<file path="src/rtl/core/llrb_pkg.sv">
package llrb_pkg;

  localparam int unsigned STORE_BYTES  = 8192;
  localparam int unsigned READER_SLOTS = 8;
  localparam int unsigned MAX_LINE     = 64;

  localparam int unsigned ADDR_W = $clog2(STORE_BYTES);
  localparam int unsigned SLOT_W = (READER_SLOTS > 1) ? $clog2(READER_SLOTS) : 1;
  localparam int unsigned LINE_W = $clog2(MAX_LINE + 1);
  localparam int unsigned CNT_W  = 32;

  localparam logic [7:0] BYTE_NL  = 8'h0A;
  localparam logic [7:0] BYTE_NUL = 8'h00;

  typedef logic [ADDR_W-1:0] addr_t;
  typedef logic [CNT_W-1:0]  cnt_t;

  typedef enum logic [1:0] {
    MODE_WRITE = 2'd0,
    MODE_OPEN  = 2'd1,
    MODE_CLOSE = 2'd2,
    MODE_READ  = 2'd3
  } mode_e;

  typedef enum logic [2:0] {
    ST_DATA     = 3'd0,
    ST_OVERRUN  = 3'd1,
    ST_NONE     = 3'd2,
    ST_BAD_SLOT = 3'd3,
    ST_ACK      = 3'd4
  } status_e;

  // store read address source
  typedef enum logic [1:0] {
    RA_OLDEST,
    RA_OLDEST_NEXT,
    RA_POS,
    RA_CUR_NEXT
  } rd_addr_e;

  // result byte source
  typedef enum logic [1:0] {
    OB_ZERO,
    OB_NL,
    OB_DATA
  } out_byte_e;

  typedef struct packed {
    logic      latch;
    logic      push;
    logic      ovf_update;
    logic      ovf_clear;
    logic      pop;
    logic      mem_rd;
    rd_addr_e  rd_sel;
    logic      open_slot;
    logic      close_slot;
    logic      pos_to_oldest;
    logic      pos_wr;
    logic      pos_step;
    logic      cur_load;
    logic      cur_step;
    logic      emit;
    out_byte_e byte_sel;
    status_e   status;
    logic      last;
  } cmd_t;

  typedef struct packed {
    mode_e mode;
    logic  write_last;
    logic  ovf_next;
    logic  slot_ok;
    logic  slot_open;
    logic  overrun;
    logic  pos_at_end;
    logic  rd_term;
    logic  line_full;
    logic  cur_last;
    logic  evict_last;
  } stat_t;

  function automatic addr_t addr_inc(addr_t a);
    return (a == addr_t'(STORE_BYTES - 1)) ? '0 : a + addr_t'(1);
  endfunction

endpackage

</file>
<file path="src/rtl/core/llrb_ctrl.sv">
module llrb_ctrl (
  input  logic            clk_i,
  input  logic            rst_ni,
  input  logic            in_valid_i,
  output logic            in_ready_o,
  output logic            out_valid_o,
  input  logic            out_ready_i,
  input  llrb_pkg::stat_t stat_i,
  output llrb_pkg::cmd_t  cmd_o
);

  typedef enum logic [2:0] {
    S_IDLE,
    S_EXEC,
    S_EV_START,
    S_EV_CHK,
    S_RD_CHK,
    S_APPEND
  } state_e;

  state_e state_q, state_d;
  logic   out_valid_q, out_valid_d;
  logic   out_free;

  assign out_free   = !out_valid_q || out_ready_i;
  assign in_ready_o = (state_q == S_IDLE);
  assign out_valid_o = out_valid_q;

  always_comb begin
    cmd_o   = '0;
    state_d = state_q;
    case (state_q)
      S_IDLE: begin
        if (in_valid_i) begin
          cmd_o.latch = 1'b1;
          state_d     = S_EXEC;
        end
      end
      S_EXEC: begin
        if (out_free) begin
          cmd_o.emit     = 1'b1;
          cmd_o.last     = 1'b1;
          cmd_o.byte_sel = llrb_pkg::OB_ZERO;
          cmd_o.status   = llrb_pkg::ST_ACK;
          state_d        = S_IDLE;
          if (stat_i.mode == llrb_pkg::MODE_WRITE) begin
            cmd_o.push = 1'b1;
            if (stat_i.write_last) begin
              cmd_o.ovf_clear = 1'b1;
              if (stat_i.ovf_next) begin
                state_d = S_EV_START;
              end
            end else begin
              cmd_o.ovf_update = 1'b1;
            end
          end else if (!stat_i.slot_ok) begin
            cmd_o.status = llrb_pkg::ST_BAD_SLOT;
          end else begin
            case (stat_i.mode)
              llrb_pkg::MODE_OPEN: begin
                if (stat_i.slot_open) begin
                  cmd_o.status = llrb_pkg::ST_BAD_SLOT;
                end else begin
                  cmd_o.open_slot     = 1'b1;
                  cmd_o.pos_to_oldest = 1'b1;
                end
              end
              llrb_pkg::MODE_CLOSE: begin
                cmd_o.close_slot = 1'b1;
              end
              llrb_pkg::MODE_READ: begin
                if (!stat_i.slot_open) begin
                  cmd_o.status = llrb_pkg::ST_BAD_SLOT;
                end else if (stat_i.overrun) begin
                  cmd_o.pos_to_oldest = 1'b1;
                  cmd_o.status        = llrb_pkg::ST_OVERRUN;
                end else if (stat_i.pos_at_end) begin
                  cmd_o.status = llrb_pkg::ST_NONE;
                end else begin
                  // line read starts: first byte fetched, no result yet
                  cmd_o.emit     = 1'b0;
                  cmd_o.cur_load = 1'b1;
                  cmd_o.mem_rd   = 1'b1;
                  cmd_o.rd_sel   = llrb_pkg::RA_POS;
                  state_d        = S_RD_CHK;
                end
              end
              default: begin
                cmd_o.status = llrb_pkg::ST_BAD_SLOT;
              end
            endcase
          end
        end
      end
      S_EV_START: begin
        cmd_o.mem_rd = 1'b1;
        cmd_o.rd_sel = llrb_pkg::RA_OLDEST;
        state_d      = S_EV_CHK;
      end
      S_EV_CHK: begin
        cmd_o.pop = 1'b1;
        if (stat_i.rd_term || stat_i.evict_last) begin
          state_d = S_IDLE;
        end else begin
          cmd_o.mem_rd = 1'b1;
          cmd_o.rd_sel = llrb_pkg::RA_OLDEST_NEXT;
        end
      end
      S_RD_CHK: begin
        if (out_free) begin
          cmd_o.emit   = 1'b1;
          cmd_o.status = llrb_pkg::ST_DATA;
          if (stat_i.rd_term) begin
            cmd_o.byte_sel = llrb_pkg::OB_NL;
            cmd_o.last     = 1'b1;
            cmd_o.pos_wr   = 1'b1;
            cmd_o.pos_step = 1'b1;
            state_d        = S_IDLE;
          end else if (stat_i.line_full) begin
            // line cut: last byte becomes newline and is read again later
            cmd_o.byte_sel = llrb_pkg::OB_NL;
            cmd_o.last     = 1'b1;
            cmd_o.pos_wr   = 1'b1;
            state_d        = S_IDLE;
          end else if (stat_i.cur_last) begin
            cmd_o.byte_sel = llrb_pkg::OB_DATA;
            cmd_o.pos_wr   = 1'b1;
            cmd_o.pos_step = 1'b1;
            state_d        = S_APPEND;
          end else begin
            cmd_o.byte_sel = llrb_pkg::OB_DATA;
            cmd_o.cur_step = 1'b1;
            cmd_o.mem_rd   = 1'b1;
            cmd_o.rd_sel   = llrb_pkg::RA_CUR_NEXT;
          end
        end
      end
      S_APPEND: begin
        if (out_free) begin
          cmd_o.emit     = 1'b1;
          cmd_o.byte_sel = llrb_pkg::OB_NL;
          cmd_o.status   = llrb_pkg::ST_DATA;
          cmd_o.last     = 1'b1;
          state_d        = S_IDLE;
        end
      end
      default: begin
        state_d = S_IDLE;
      end
    endcase
  end

  always_comb begin
    if (cmd_o.emit) begin
      out_valid_d = 1'b1;
    end else if (out_ready_i) begin
      out_valid_d = 1'b0;
    end else begin
      out_valid_d = out_valid_q;
    end
  end

  always_ff @(posedge clk_i or negedge rst_ni) begin
    if (!rst_ni) begin
      state_q     <= S_IDLE;
      out_valid_q <= 1'b0;
    end else begin
      state_q     <= state_d;
      out_valid_q <= out_valid_d;
    end
  end

endmodule

</file>
<file path="config.mk">
export PLATFORM = sky130hd
export DESIGN_NAME = llrb_ctrl
export DESIGN_NICKNAME = d
export VERILOG_FILES = /design/src/rtl/core/llrb_pkg.sv /design/src/rtl/core/llrb_ctrl.sv
export SDC_FILE = /design/constraint.sdc
export NUM_CORES = 1
export LEC_CHECK = 0
export CAP_MARGIN = 20
export CORE_AREA = 2 2 39 41
export CTS_CLUSTER_DIAMETER = 120
export DETAILED_ROUTE_END_ITERATION = 8
export DIE_AREA = 0 0 41 43
export DONT_BUFFER_PORTS = 1
export GPL_ROUTABILITY_DRIVEN = 0
export REMOVE_ABC_BUFFERS = 1
export SYNTH_ARGS = -nofsm -noshare
export SYNTH_HDL_FRONTEND = slang
export SYNTH_SLANG_ARGS = --single-unit
export TNS_END_PERCENT = 100
</file>
<file path="constraint.sdc">
create_clock -name clk_i -period 4.1 [get_ports clk_i]
set_input_delay 1.23 -clock clk_i [delete_from_list [all_inputs] [get_ports clk_i]]
set_output_delay 1.23 -clock clk_i [all_outputs]
set_load 0.01 [all_outputs]
</file>
==> impl_metrics.sql, run 1 <==
INSERT INTO impl_metrics (metric_group, metric, value, unit) VALUES
('placement', 'dp_cell_count', '92', ''),
('floorplanning', 'fp.dieW', '41', 'µm'),
('synth', 'synth_area_leader_cell', 'sky130_fd_sc_hd__dfrtp_1', ''),
('timing', 'fmax', '0.2854', 'GHz'),
('synth', 'synth_fa_ha_area_frac', '0', ''),
('synth', 'synth_top_cells_by_area', 'sky130_fd_sc_hd__dfrtp_1, sky130_fd_sc_hd__nor3_1, sky130_fd_sc_hd__a21oi_1', ''),
('power', 'sum_of_internal_switching_and_leakage_power', '0.2635', 'mW'),
('global_routing', 'first_global_vias', '470', ''),
('drt', 'ant_nets', '0', ''),
('floorplanning', 'row_count', '14', ''),
('placement', 'detailedPlacementHpwl', '1.103', 'mm'),
('run_status', 'status', 'complete, no violations', ''),
('synth', 'yosysUniqueCellTypes', '33', ''),
('timing', 'final_max_slew_viol_count', '0', ''),
('timing', 'clock-skew-final', '0.005513', 'ns'),
('setup_path', 'worst-endpoint-arrival', '2.27', 'ns'),
('global_routing', 'grt_start_max_net_pins', '14', ''),
('global_routing', 'globalRouteMet1Util', '0.2104', ''),
('flow_run', 'max_capacitance_violation_count', '0', ''),
('finish', 'fin_area', '566.8', 'µm²'),
('finish', 'area_delta_synth_final', '3.661', '%'),
('timing', 'grt_setup_unrepaired', 'false', ''),
('clocking', 'number_of_buffers_created_by_cts', '3', ''),
('setup_path', 'criticalPathCategory', 'primary input to output port', ''),
('finish', 'antennaDiodeCount', '0', ''),
('setup_path', 'worst-path-max-fanout', '7', ''),
('power', 'ir_worst_vdd', '246.4', 'µV'),
('floorplanning', 'initial_utilization', '0.3951', ''),
('global_routing', 'antenna_found_initial', '0', ''),
('drt', 'avgViaCountPerCell', '6.158', ''),
('timing', 'setup_viol', '0', ''),
('clocking', 'cts-resized-gates', '0', ''),
('floorplanning', 'top_level_ports', '40', ''),
('clocking', 'path_clk_slew', '0.04', 'ns'),
('clocking', 'cts_root_buf', 'sky130_fd_sc_hd__clkbuf_4', ''),
('synth', 'share_of_async_settable_or_async_resettable_flops_after_synthesis', '1.000', ''),
('finish', 'drive_above_1_share', '0.1519', ''),
('drt', 'drt-initial-drc-count', '18', ''),
('floorplanning', 'core_area', '0.001384', 'mm²'),
('clocking', 'post_cts_hold_buffer_count', '0', ''),
('timing', 'timing.slew.headroom', '0.5437', ''),
('global_routing', 'gr-total-overflow', '0', ''),
('global_routing', 'grt_most_used_layer', 'met2', ''),
('clocking', 'number_of_levels_in_the_clock_h_tree', '1', ''),
('synth', 'synth_largest_type_area_fraction', '0.1831', ''),
('timing', 'min_period_over_period', '0.8547', ''),
('timing', 'tightest_slew', '0.6750', 'ns'),
('floorplanning', 'design.die.area', '0.001763', 'mm²'),
('synth', 'synth_edf_count', '0', ''),
('drt', 'drt-pass1-iter-count', '4', ''),
('drt', 'wl', '1.329', 'mm'),
('drt', 'detailroute.via_count', '585', ''),
('timing', 'setup_tns_final', '0', 'ns'),
('global_routing', 'groute.layer.met2.usage', '0.2156', ''),
('global_routing', 'routing_usage_on_met3', '0.08901', ''),
('synth', 'ys.flop_type', 'sky130_fd_sc_hd__dfrtp_1', ''),
('synth', 'main_combinational_cell_family_by_area_after_synthesis', 'simple AND/OR/NAND/NOR gates', ''),
('finish', 'multi_input_comb_area', '390.4', 'µm²'),
('synth', 'yosys-mux-area-fraction', '0.01831', ''),
('synth', 'synth.yosys.warnings', '0', ''),
('floorplanning', 'die_h', '43', 'µm'),
('power', 'power.leakage', '0.2387', 'nW'),
('global_routing', 'groute.usage.overall', '0.1549', ''),
('clocking', 'cts_post_setup_buffers_inserted', '0', ''),
('synth', 'ys_seq_elements', '4', ''),
('timing', 'final_hold_viol_count', '0', ''),
('finish', 'final_nets', '97', ''),
('finish', 'ff_latch_area', '100.1', 'µm²'),
('drt', 'post_drt_wl_per_cell', '13.99', 'µm'),
('setup_path', 'worst-endpoint-required', '2.87', 'ns'),
('synth', 'synth_xor_area_frac', '0', '');
==> flip-flops by register name (all words and copies together) (netlist names) <==
| register | cells |
|---|---|
| state_q | 3 |
| out_valid_o | 1 |
==> cell families after synthesis <==
| group | count (synthesis) |
|---|---|
| AND/OR/NAND/NOR | 44 |
| AO/OA/AOI/OAI | 19 |
| buffers and inverters | 12 |
| flip-flops | 4 |
| multiplexers | 1 |
==> metal layers <==
metal	up-vias	routed length, µm
li1	289	-
met1	262	613
met2	34	568
met3	0	147
met4	0	0
met5	-	0
==> critical path, stage by stage <==
cell	delay (ns)
sky130_fd_sc_hd__nor2b_1	0.09
sky130_fd_sc_hd__nor2_1	0.19
sky130_fd_sc_hd__nand2_1	0.19
sky130_fd_sc_hd__nor4b_1	0.57
==> stage by stage <==
stage | hold WS, ns | setup slack, ns
2_1_floorplan | 0.6112 | 0.7575
3_3_place_gp | 0.6861 | 0.6515
3_5_place_dp | 0.6852 | 0.6038
4_1_cts | 0.6833 | 0.6003
5_1_grt | 0.6697 | 0.3997
6_report | 0.6861 | 0.5959
==> cells in the final DEF (no fill, tap or decap) <==
| cell | Yosys | routed |
|---|---|---|
| sky130_fd_sc_hd__o21bai_1 | 1 | 1 |
| sky130_fd_sc_hd__nor4_1 | 1 | 1 |
| sky130_fd_sc_hd__nor3_1 | 9 | 9 |
| sky130_fd_sc_hd__inv_2 | 1 | 1 |
| sky130_fd_sc_hd__o21ai_0 | 4 | 4 |
| sky130_fd_sc_hd__or2_1 | 1 | 1 |
| sky130_fd_sc_hd__nand4b_1 | 1 | 1 |
| sky130_fd_sc_hd__clkbuf_4 | 0 | 3 |
| sky130_fd_sc_hd__nand3_2 | 1 | 1 |
| sky130_fd_sc_hd__nand4_1 | 1 | 1 |
| sky130_fd_sc_hd__inv_1 | 6 | 6 |
| sky130_fd_sc_hd__dfrtp_1 | 4 | 4 |
| sky130_fd_sc_hd__a21oi_1 | 6 | 6 |
| sky130_fd_sc_hd__nor2b_1 | 3 | 3 |
| sky130_fd_sc_hd__nand2b_1 | 1 | 1 |
| sky130_fd_sc_hd__nand2_1 | 6 | 6 |
| sky130_fd_sc_hd__o31ai_2 | 1 | 1 |
| sky130_fd_sc_hd__or4_1 | 1 | 1 |
| sky130_fd_sc_hd__and2_1 | 1 | 1 |
| sky130_fd_sc_hd__nor2_1 | 7 | 7 |
| sky130_fd_sc_hd__nand3_1 | 4 | 4 |
| sky130_fd_sc_hd__mux2i_1 | 1 | 1 |
| sky130_fd_sc_hd__nor4b_1 | 3 | 3 |
| sky130_fd_sc_hd__o21ai_2 | 1 | 1 |
| sky130_fd_sc_hd__buf_4 | 2 | 1 |
| sky130_fd_sc_hd__o22ai_1 | 1 | 1 |
| sky130_fd_sc_hd__a211oi_1 | 2 | 2 |
| sky130_fd_sc_hd__o31ai_1 | 1 | 1 |
| sky130_fd_sc_hd__and2b_1 | 1 | 1 |
| sky130_fd_sc_hd__or2_2 | 2 | 2 |
| sky130_fd_sc_hd__nor4_2 | 1 | 1 |
| sky130_fd_sc_hd__o2111ai_1 | 1 | 1 |
| sky130_fd_sc_hd__a221oi_2 | 1 | 1 |
==> report_power, final <==
group	switching (mW)	internal, mW	total, mW
Combinational	0.0938	0.0507	0.144
Sequential	0.0200	0.0511	0.0710
Clock	0.0153	0.0327	0.0480
==> final timing paths <==
path,from,depth (start not counted),endpoint,slack [ns]
min in group clk_i,state_q[2],1,state_q[1],0.69
worst min-delay path,rst_ni,0,state_q[1],0.69
worst min register to register,state_q[2],1,state_q[1],0.69
max in group asynchronous,rst_ni,0,state_q[2],3.34
worst max-delay path,out_ready_i,4,cmd_o[18],0.60
worst max register to register,state_q[2],4,state_q[1],2.57
==> area by class of cell <==
| cell class | count | area share |
|---|---|---|
| Tap cell | 16 | 0.03532 |
| Timing Repair Buffer | 1 | 0.01325 |
| Clock buffer | 3 | 0.03974 |
| Multi-Input combinational cell | 64 | 0.6887 |
| Inverter | 7 | 0.04636 |
| Sequential cell | 4 | 0.1766 |
==> synthesized netlist by cell type, drive strengths merged, types with 3 or more instances <==
library cell,instances
nor3,9
inv,7
nor2,7
a21oi,6
nand2,6
buf,5
nand3,5
o21ai,5
dfrtp,4
nor2b,3
nor4b,3
or2,3
(Power assumes the default switching activity.)
==> run 2, diff against run 1 <==
==> constraint.sdc (replaced) <==
create_clock -name clk_i -period 4.1 [get_ports clk_i]
set_input_delay 0.205 -clock clk_i [delete_from_list [all_inputs] [get_ports clk_i]]
set_output_delay 0.205 -clock clk_i [all_outputs]
set_load 0.01 [all_outputs]
==> run 2 against run 1 <==
Net effect:
- power up 0.94%
- via count up 1.0%
- flip-flop and latch count unchanged
- largest power group unchanged
- clock power up 3%
- combinational power about the same
- global-route usage up 0.25 points
- worst hold slack worse by 0.55 ns
- clock-buffer cell count unchanged
- register-to-register slack about the same
- clock skew up 0.00067 ns
- non-clock buffer count unchanged
- core utilization up 0.18 points
==> impl_metrics.sql, run 2 (synthesis gave the netlist of run 1 again) <==
INSERT INTO impl_metrics (metric_group, metric, value, unit) VALUES
('run_status', 'status', 'complete, no violations', ''),
('finish', 'largest_register_ff_count', '3', ''),
('setup_path', 'crit_path_start', 'out_valid_o', ''),
('setup_path', 'worstSetupEndpoint', 'cmd_o[18]', ''),
('finish', 'most_frequent_standard_cell_in_the_layout_excluding_fill_and_tap_cells', 'sky130_fd_sc_hd__nor3_1', ''),
('placement', 'port_buffers', '0', ''),
('floorplanning', 'fp.dieW', '41', 'µm'),
('floorplanning', 'core_area', '0.001384', 'mm²'),
('finish', 'final_nets', '97', ''),
('clocking', 'path_clk_slew', '0.04', 'ns'),
('setup_path', 'worst-endpoint-required', '3.89', 'ns'),
('placement', 'detailedPlacementHpwl', '1.084', 'mm'),
('timing', 'min_period_over_period', '0.4894', ''),
('floorplanning', 'row_count', '14', ''),
('drt', 'detailroute.via_count', '591', ''),
('finish', 'final-instance-count-excl-fill', '95', ''),
('timing', 'grt_setup_unrepaired', 'false', ''),
('timing', 'fmax', '0.4984', 'GHz'),
('drt', 'avgViaCountPerCell', '6.221', ''),
('clocking', 'number_of_levels_in_the_clock_h_tree', '1', ''),
('finish', 'drive_above_1_share', '0.1392', ''),
('setup_path', 'worst_setup_path_start_kind', 'register', ''),
('placement', 'placement.cell_area', '536.8', 'µm²'),
('setup_path', 'critical_path.cell_chain', 'nor2b_1, nor2_1, nand2_1, nor4b_1', ''),
('clocking', 'cts_root_buf', 'sky130_fd_sc_hd__clkbuf_4', ''),
('clocking', 'ctsLongestPathBuffers', '2', ''),
('setup_path', 'crit-reg2reg-capture', 'state_q[1]', ''),
('hold_path', 'worstHoldStart', 'stat_i[7]', ''),
('clocking', 'tritoncts_num_sinks', '4', ''),
('timing', 'setup_viol', '0', ''),
('timing', 'tightest_slew', '0.6861', 'ns'),
('clocking', 'cts_tree', 'built', ''),
('setup_path', 'regToRegStartpoint', 'state_q[2]', ''),
('timing', 'clock-skew-final', '0.006186', 'ns'),
('timing', 'setup_tns_final', '0', 'ns'),
('clocking', 'number_of_buffers_created_by_cts', '3', ''),
('finish', 'area_delta_synth_final', '4.119', '%'),
('global_routing', 'grt_pass1_wl', '1.938', 'mm'),
('global_routing', 'antenna_found_initial', '0', ''),
('finish', 'antennaDiodeCount', '0', ''),
('drt', 'drt-pass1-iter-count', '4', ''),
('power', 'power.leakage', '0.2376', 'nW'),
('finish', 'largest_reg_by_ff_count', 'state_q', ''),
('timing', 'final_hold_viol_count', '0', ''),
('drt', 'wl', '1.403', 'mm'),
('setup_path', 'worstSetupEndpointType', 'output port', ''),
('floorplanning', 'top_level_ports', '40', ''),
('finish', 'fin_area', '569.3', 'µm²'),
('drt', 'ant_nets', '0', ''),
('clocking', 'source_to_sink_clock_delay_at_the_later_pin_of_the_worst_skew_pair', '0.24', 'ns'),
('global_routing', 'groute.usage.overall', '0.1575', ''),
('timing', 'final.min_clock_period', '2.007', 'ns'),
('drt', 'post_drt_wl_per_cell', '14.77', 'µm'),
('power', 'power_per_cell_area', '467.2', 'mW/mm²'),
('setup_path', 'highest_cell_delay_on_the_worst_timing_path', '0.56', 'ns'),
('global_routing', 'first_global_vias', '521', ''),
('setup_path', 'criticalPathCategory', 'register to output port', ''),
('floorplanning', 'initial_utilization', '0.3951', ''),
('finish', 'layout.cells.most_common_list', 'sky130_fd_sc_hd__nor3_1, sky130_fd_sc_hd__nor2_1, sky130_fd_sc_hd__inv_1, sky130_fd_sc_hd__nand2_1, sky130_fd_sc_hd__a21oi_1', ''),
('drt', 'drc', '0', ''),
('hold_path', 'hold_depth', '2', ''),
('global_routing', 'grt_start_max_net_pins', '14', ''),
('drt', 'drt-initial-drc-count', '5', ''),
('setup_path', 'crit_slowest_cell', 'sky130_fd_sc_hd__nor4b_1', ''),
('setup_path', 'worst_r2r_path_depth', '4', ''),
('flow_run', 'max_capacitance_violation_count', '0', ''),
('hold_path', 'min_path_type', 'primary input to register', ''),
('setup_path', 'ff2ff_setup_slack', '2.58', 'ns'),
('finish', 'filler_cell_count', '151', ''),
('clocking', 'cts_post_setup_buffers_inserted', '0', ''),
('timing', 'final_max_slew_viol_count', '0', ''),
('floorplanning', 'die_h', '43', 'µm'),
('placement', 'dp_cell_count', '91', ''),
('global_routing', 'gr-total-overflow', '0', ''),
('setup_path', 'worst-path-max-fanout', '7', ''),
('power', 'ir_worst_vdd', '219.1', 'µV'),
('setup_path', 'worst-endpoint-arrival', '1.80', 'ns'),
('clocking', 'cts-resized-gates', '0', ''),
('finish', 'final_util', '0.4114', ''),
('floorplanning', 'design.die.area', '0.001763', 'mm²'),
('timing', 'timing.slew.headroom', '0.5361', '');
## run 2: cell types whose count changed in the layout (fill, tap and decap cells not counted)
cell and change:
sky130_fd_sc_hd__buf_4 -1, sky130_fd_sc_hd__dlygate4sd3_1 +1
## run 2: area by class of cell
class,instances,area [µm²],share of cell area
Clock buffer,3,22.52,0.03956
Inverter,7,26.28,0.04615
Multi-Input combinational cell,64,390.4,0.6857
Sequential cell,4,100.1,0.1758
Tap cell,16,20.02,0.03516
Timing Repair Buffer,1,10.01,0.01758
## run 2: timing repair
item / 4_1_cts / 5_1_grt
setup endpoints to repair: 0 / 0
hold buffers: 1 / 0
endpoints found under the hold margin: 4 / 0
## run 2: where the power goes
| group | leakage [nW] | internal (mW) | switching (mW) |
|---|---|---|---|
| Combinational | 0.173 | 0.0509 | 0.0938 |
| Clock | 0.0138 | 0.0328 | 0.0166 |
| Sequential | 0.0503 | 0.0510 | 0.0209 |
## run 2: critical path: cells and delay by family, from the launching register on
kind,cells,cell delay [ns]
AND/OR/NAND/NOR,4,1.16
flip-flops,1,0.40
## run 2: worst min path at each step
stage	endpoint	slack, ns
finish	state_q[2]	0.14
global route	state_q[2]	0.13
CTS	state_q[2]	0.13
detailed placement	state_q[1]	-0.09
global placement	state_q[0]	-0.09
floorplan	out_valid_o	-0.09
## run 2: per-stage QoR
stage | setup WS [ns] | total power, mW | hold slack (ns)
final | 2.093 | 0.2660 | 0.1375
after global routing | 1.846 | 0.2960 | 0.1291
after CTS | 2.074 | 0.2696 | 0.1334
after detailed placement | 2.343 | 0.2166 | -0.09053
after global placement | 2.377 | 0.2147 | -0.09052
after floorplan | 2.503 | 0.1915 | -0.09059
## run 2: metal layers
| metal | wire, µm | vias up | global-route usage |
|---|---|---|---|
| li1 | - | 288 | - |
| met1 | 639 | 270 | 0.2019 |
| met2 | 604 | 33 | 0.2219 |
| met3 | 159 | 0 | 0.07853 |
| met4 | 0 | 0 | 0.05333 |
| met5 | 0 | - | 0 |
==> run 3, diff against run 2 <==
==> constraint.sdc (replaced) <==
create_clock -name clk_i -period 2 [get_ports clk_i]
set_input_delay 0.1 -clock clk_i [delete_from_list [all_inputs] [get_ports clk_i]]
set_output_delay 0.1 -clock clk_i [all_outputs]
set_load 0.01 [all_outputs]
==> run 3 against run 2 <==
Net effect:
- die area unchanged
- critical path depth did not move
- largest cell class unchanged
- core utilization up 2.4 points
- non-clock buffer count rose by 2
- clock power up 120%
- design area grew 5.9%
- register-to-register slack lost 2.1 ns
- largest power group unchanged
- power rose by 110%
- critical path type unchanged
- setup slack got worse by 1.9 ns
==> impl_metrics.sql, run 3 (synthesis gave the netlist of run 1 again) <==
INSERT INTO impl_metrics (metric_group, metric, value, unit) VALUES
('finish', 'antennaDiodeCount', '0', ''),
('clocking', 'source_to_sink_clock_delay_at_the_later_pin_of_the_worst_skew_pair', '0.25', 'ns'),
('clocking', 'ctsLongestPathBuffers', '2', ''),
('finish', 'drive_above_1_share', '0.1975', ''),
('timing', 'grt_setup_unrepaired', 'false', ''),
('setup_path', 'criticalPathCategory', 'register to output port', ''),
('global_routing', 'grt_start_max_net_pins', '12', ''),
('finish', 'layout.cells.most_common_list', 'sky130_fd_sc_hd__nor3_1, sky130_fd_sc_hd__nor2_1, sky130_fd_sc_hd__inv_1, sky130_fd_sc_hd__nand2_1, sky130_fd_sc_hd__a21oi_1', ''),
('timing', 'min_period_over_period', '0.9007', ''),
('global_routing', 'first_global_vias', '517', ''),
('finish', 'final_nets', '99', ''),
('floorplanning', 'die_h', '43', 'µm'),
('drt', 'drt-initial-drc-count', '17', ''),
('power', 'sum_of_internal_switching_and_leakage_power', '0.5655', 'mW'),
('timing', 'final.min_clock_period', '1.801', 'ns'),
('finish', 'largest_register_ff_count', '3', ''),
('power', 'power_per_cell_area', '937.6', 'mW/mm²'),
('timing', 'clock-skew-final', '0.007807', 'ns'),
('finish', 'final_util', '0.4358', ''),
('power', 'power.leakage', '0.2514', 'nW'),
('setup_path', 'worst_setup_path_start_kind', 'register', ''),
('placement', 'detailedPlacementHpwl', '1.204', 'mm'),
('clocking', 'cts_root_buf', 'sky130_fd_sc_hd__clkbuf_4', ''),
('timing', 'final_max_slew_viol_count', '0', ''),
('clocking', 'number_of_levels_in_the_clock_h_tree', '1', ''),
('finish', 'most_frequent_standard_cell_in_the_layout_excluding_fill_and_tap_cells', 'sky130_fd_sc_hd__nor3_1', ''),
('drt', 'detailroute.via_count', '602', ''),
('clocking', 'tritoncts_num_sinks', '4', ''),
('global_routing', 'globalRouteMet1Util', '0.2258', ''),
('clocking', 'number_of_buffers_created_by_cts', '3', ''),
('global_routing', 'routing_usage_on_met3', '0.05236', ''),
('clocking', 'cts_tree', 'built', ''),
('timing', 'setup_viol', '0', ''),
('timing', 'timing.slew.headroom', '0.6765', ''),
('floorplanning', 'initial_utilization', '0.3951', ''),
('timing', 'fmax', '0.5551', 'GHz'),
('setup_path', 'worstSetupEndpointType', 'output port', ''),
('global_routing', 'grt_pass1_wl', '2.104', 'mm'),
('clocking', 'path_clk_slew', '0.04', 'ns'),
('hold_path', 'min_path_type', 'primary input to register', ''),
('drt', 'post_drt_wl_per_cell', '15.16', 'µm'),
('placement', 'dp_cell_count', '93', ''),
('power', 'ir_worst_vdd', '621.9', 'µV'),
('drt', 'drt-pass1-iter-count', '3', ''),
('flow_run', 'max_capacitance_violation_count', '0', ''),
('global_routing', 'groute.usage.overall', '0.1719', ''),
('placement', 'pre_cts_slack', '0.3214', 'ns'),
('run_status', 'status', 'complete, no violations', ''),
('drt', 'wl', '1.471', 'mm'),
('global_routing', 'groute.layer.met2.usage', '0.2563', ''),
('drt', 'avgViaCountPerCell', '6.206', ''),
('global_routing', 'antenna_found_initial', '0', ''),
('floorplanning', 'row_count', '14', ''),
('finish', 'filler_cell_count', '153', ''),
('drt', 'ant_nets', '0', ''),
('setup_path', 'worst-path-max-fanout', '7', ''),
('timing', 'final_hold_viol_count', '0', ''),
('floorplanning', 'design.die.area', '0.001763', 'mm²'),
('floorplanning', 'top_level_ports', '40', ''),
('timing', 'tightest_slew', '0.4842', 'ns'),
('floorplanning', 'core_area', '0.001384', 'mm²'),
('finish', 'area_delta_synth_final', '10.30', '%'),
('floorplanning', 'fp.dieW', '41', 'µm'),
('global_routing', 'grt_most_used_layer', 'met2', ''),
('placement', 'port_buffers', '0', ''),
('setup_path', 'worst-endpoint-required', '1.90', 'ns'),
('global_routing', 'gr-total-overflow', '0', ''),
('finish', 'final-instance-count-excl-fill', '97', ''),
('setup_path', 'worst-endpoint-arrival', '1.70', 'ns'),
('timing', 'setup_slack', '0.1987', 'ns'),
('drt', 'drc', '0', ''),
('timing', 'setup_tns_final', '0', 'ns'),
('finish', 'largest_reg_by_ff_count', 'state_q', '');
==> run 3: final cells by class <==
type / instances / area [µm²] / share of cell area
repair buffers: 3 / 25.02 / 0.04149
clock buffers: 3 / 22.52 / 0.03734
flip-flops and latches: 4 / 100.1 / 0.1660
inverters: 7 / 26.28 / 0.04357
well taps: 16 / 20.02 / 0.03320
multi-input cells: 64 / 409.1 / 0.6784
==> run 3: critical path, cell delays in order, from the launching register on <==
cell and delay [ns]:
sky130_fd_sc_hd__dfrtp_1 0.40, sky130_fd_sc_hd__nor2b_1 0.22, sky130_fd_sc_hd__nor2_1 0.18, sky130_fd_sc_hd__nand2_1 0.22
sky130_fd_sc_hd__nor4b_2 0.43
==> run 3: what timing repair did <==
item                                    4_1_cts  5_1_grt
gates resized for setup                       0        3
hold endpoints to repair                      4        0
buffers inserted                              0        0
endpoints found under the setup margin        0        3
hold buffers                                  1        0
==> run 3: metal layers <==
metal	vias to the layer above	wire length (µm)
met3	2	124
met5	-	0
li1	294	-
met1	275	657
met4	0	10
met2	31	678
==> run 3: power breakdown <==
group          internal (mW)  switching (mW)  leakage, nW
clock                 0.0675          0.0392       0.0138
combinational          0.111           0.210        0.187
sequential             0.105          0.0340       0.0503
==> run 3: stage by stage <==
| stage | cell area (µm²) | hold slack (ns) |
|---|---|---|
| 2_1_floorplan | 516.7 | -0.1956 |
| 5_1_grt | 603.1 | 0.02008 |
| 3_5_place_dp | 551.8 | -0.1955 |
| 4_1_cts | 584.3 | 0.01280 |
| 6_report | 603.1 | 0.01679 |
| 3_3_place_gp | 551.8 | -0.1955 |
==> run 3: path summary, 6_finish.rpt <==
check,start,to,slack (ns),cells past startpoint
setup / recovery,out_valid_o,cmd_o[18],0.20,4
hold / removal,stat_i[7],state_q[2],0.02,2
setup reg to reg,state_q[2],state_q[1],0.46,4
hold reg to reg,state_q[1],out_valid_o,0.56,1
max in group asynchronous,rst_ni,state_q[0],1.69,1
min in group asynchronous,rst_ni,state_q[2],0.13,1
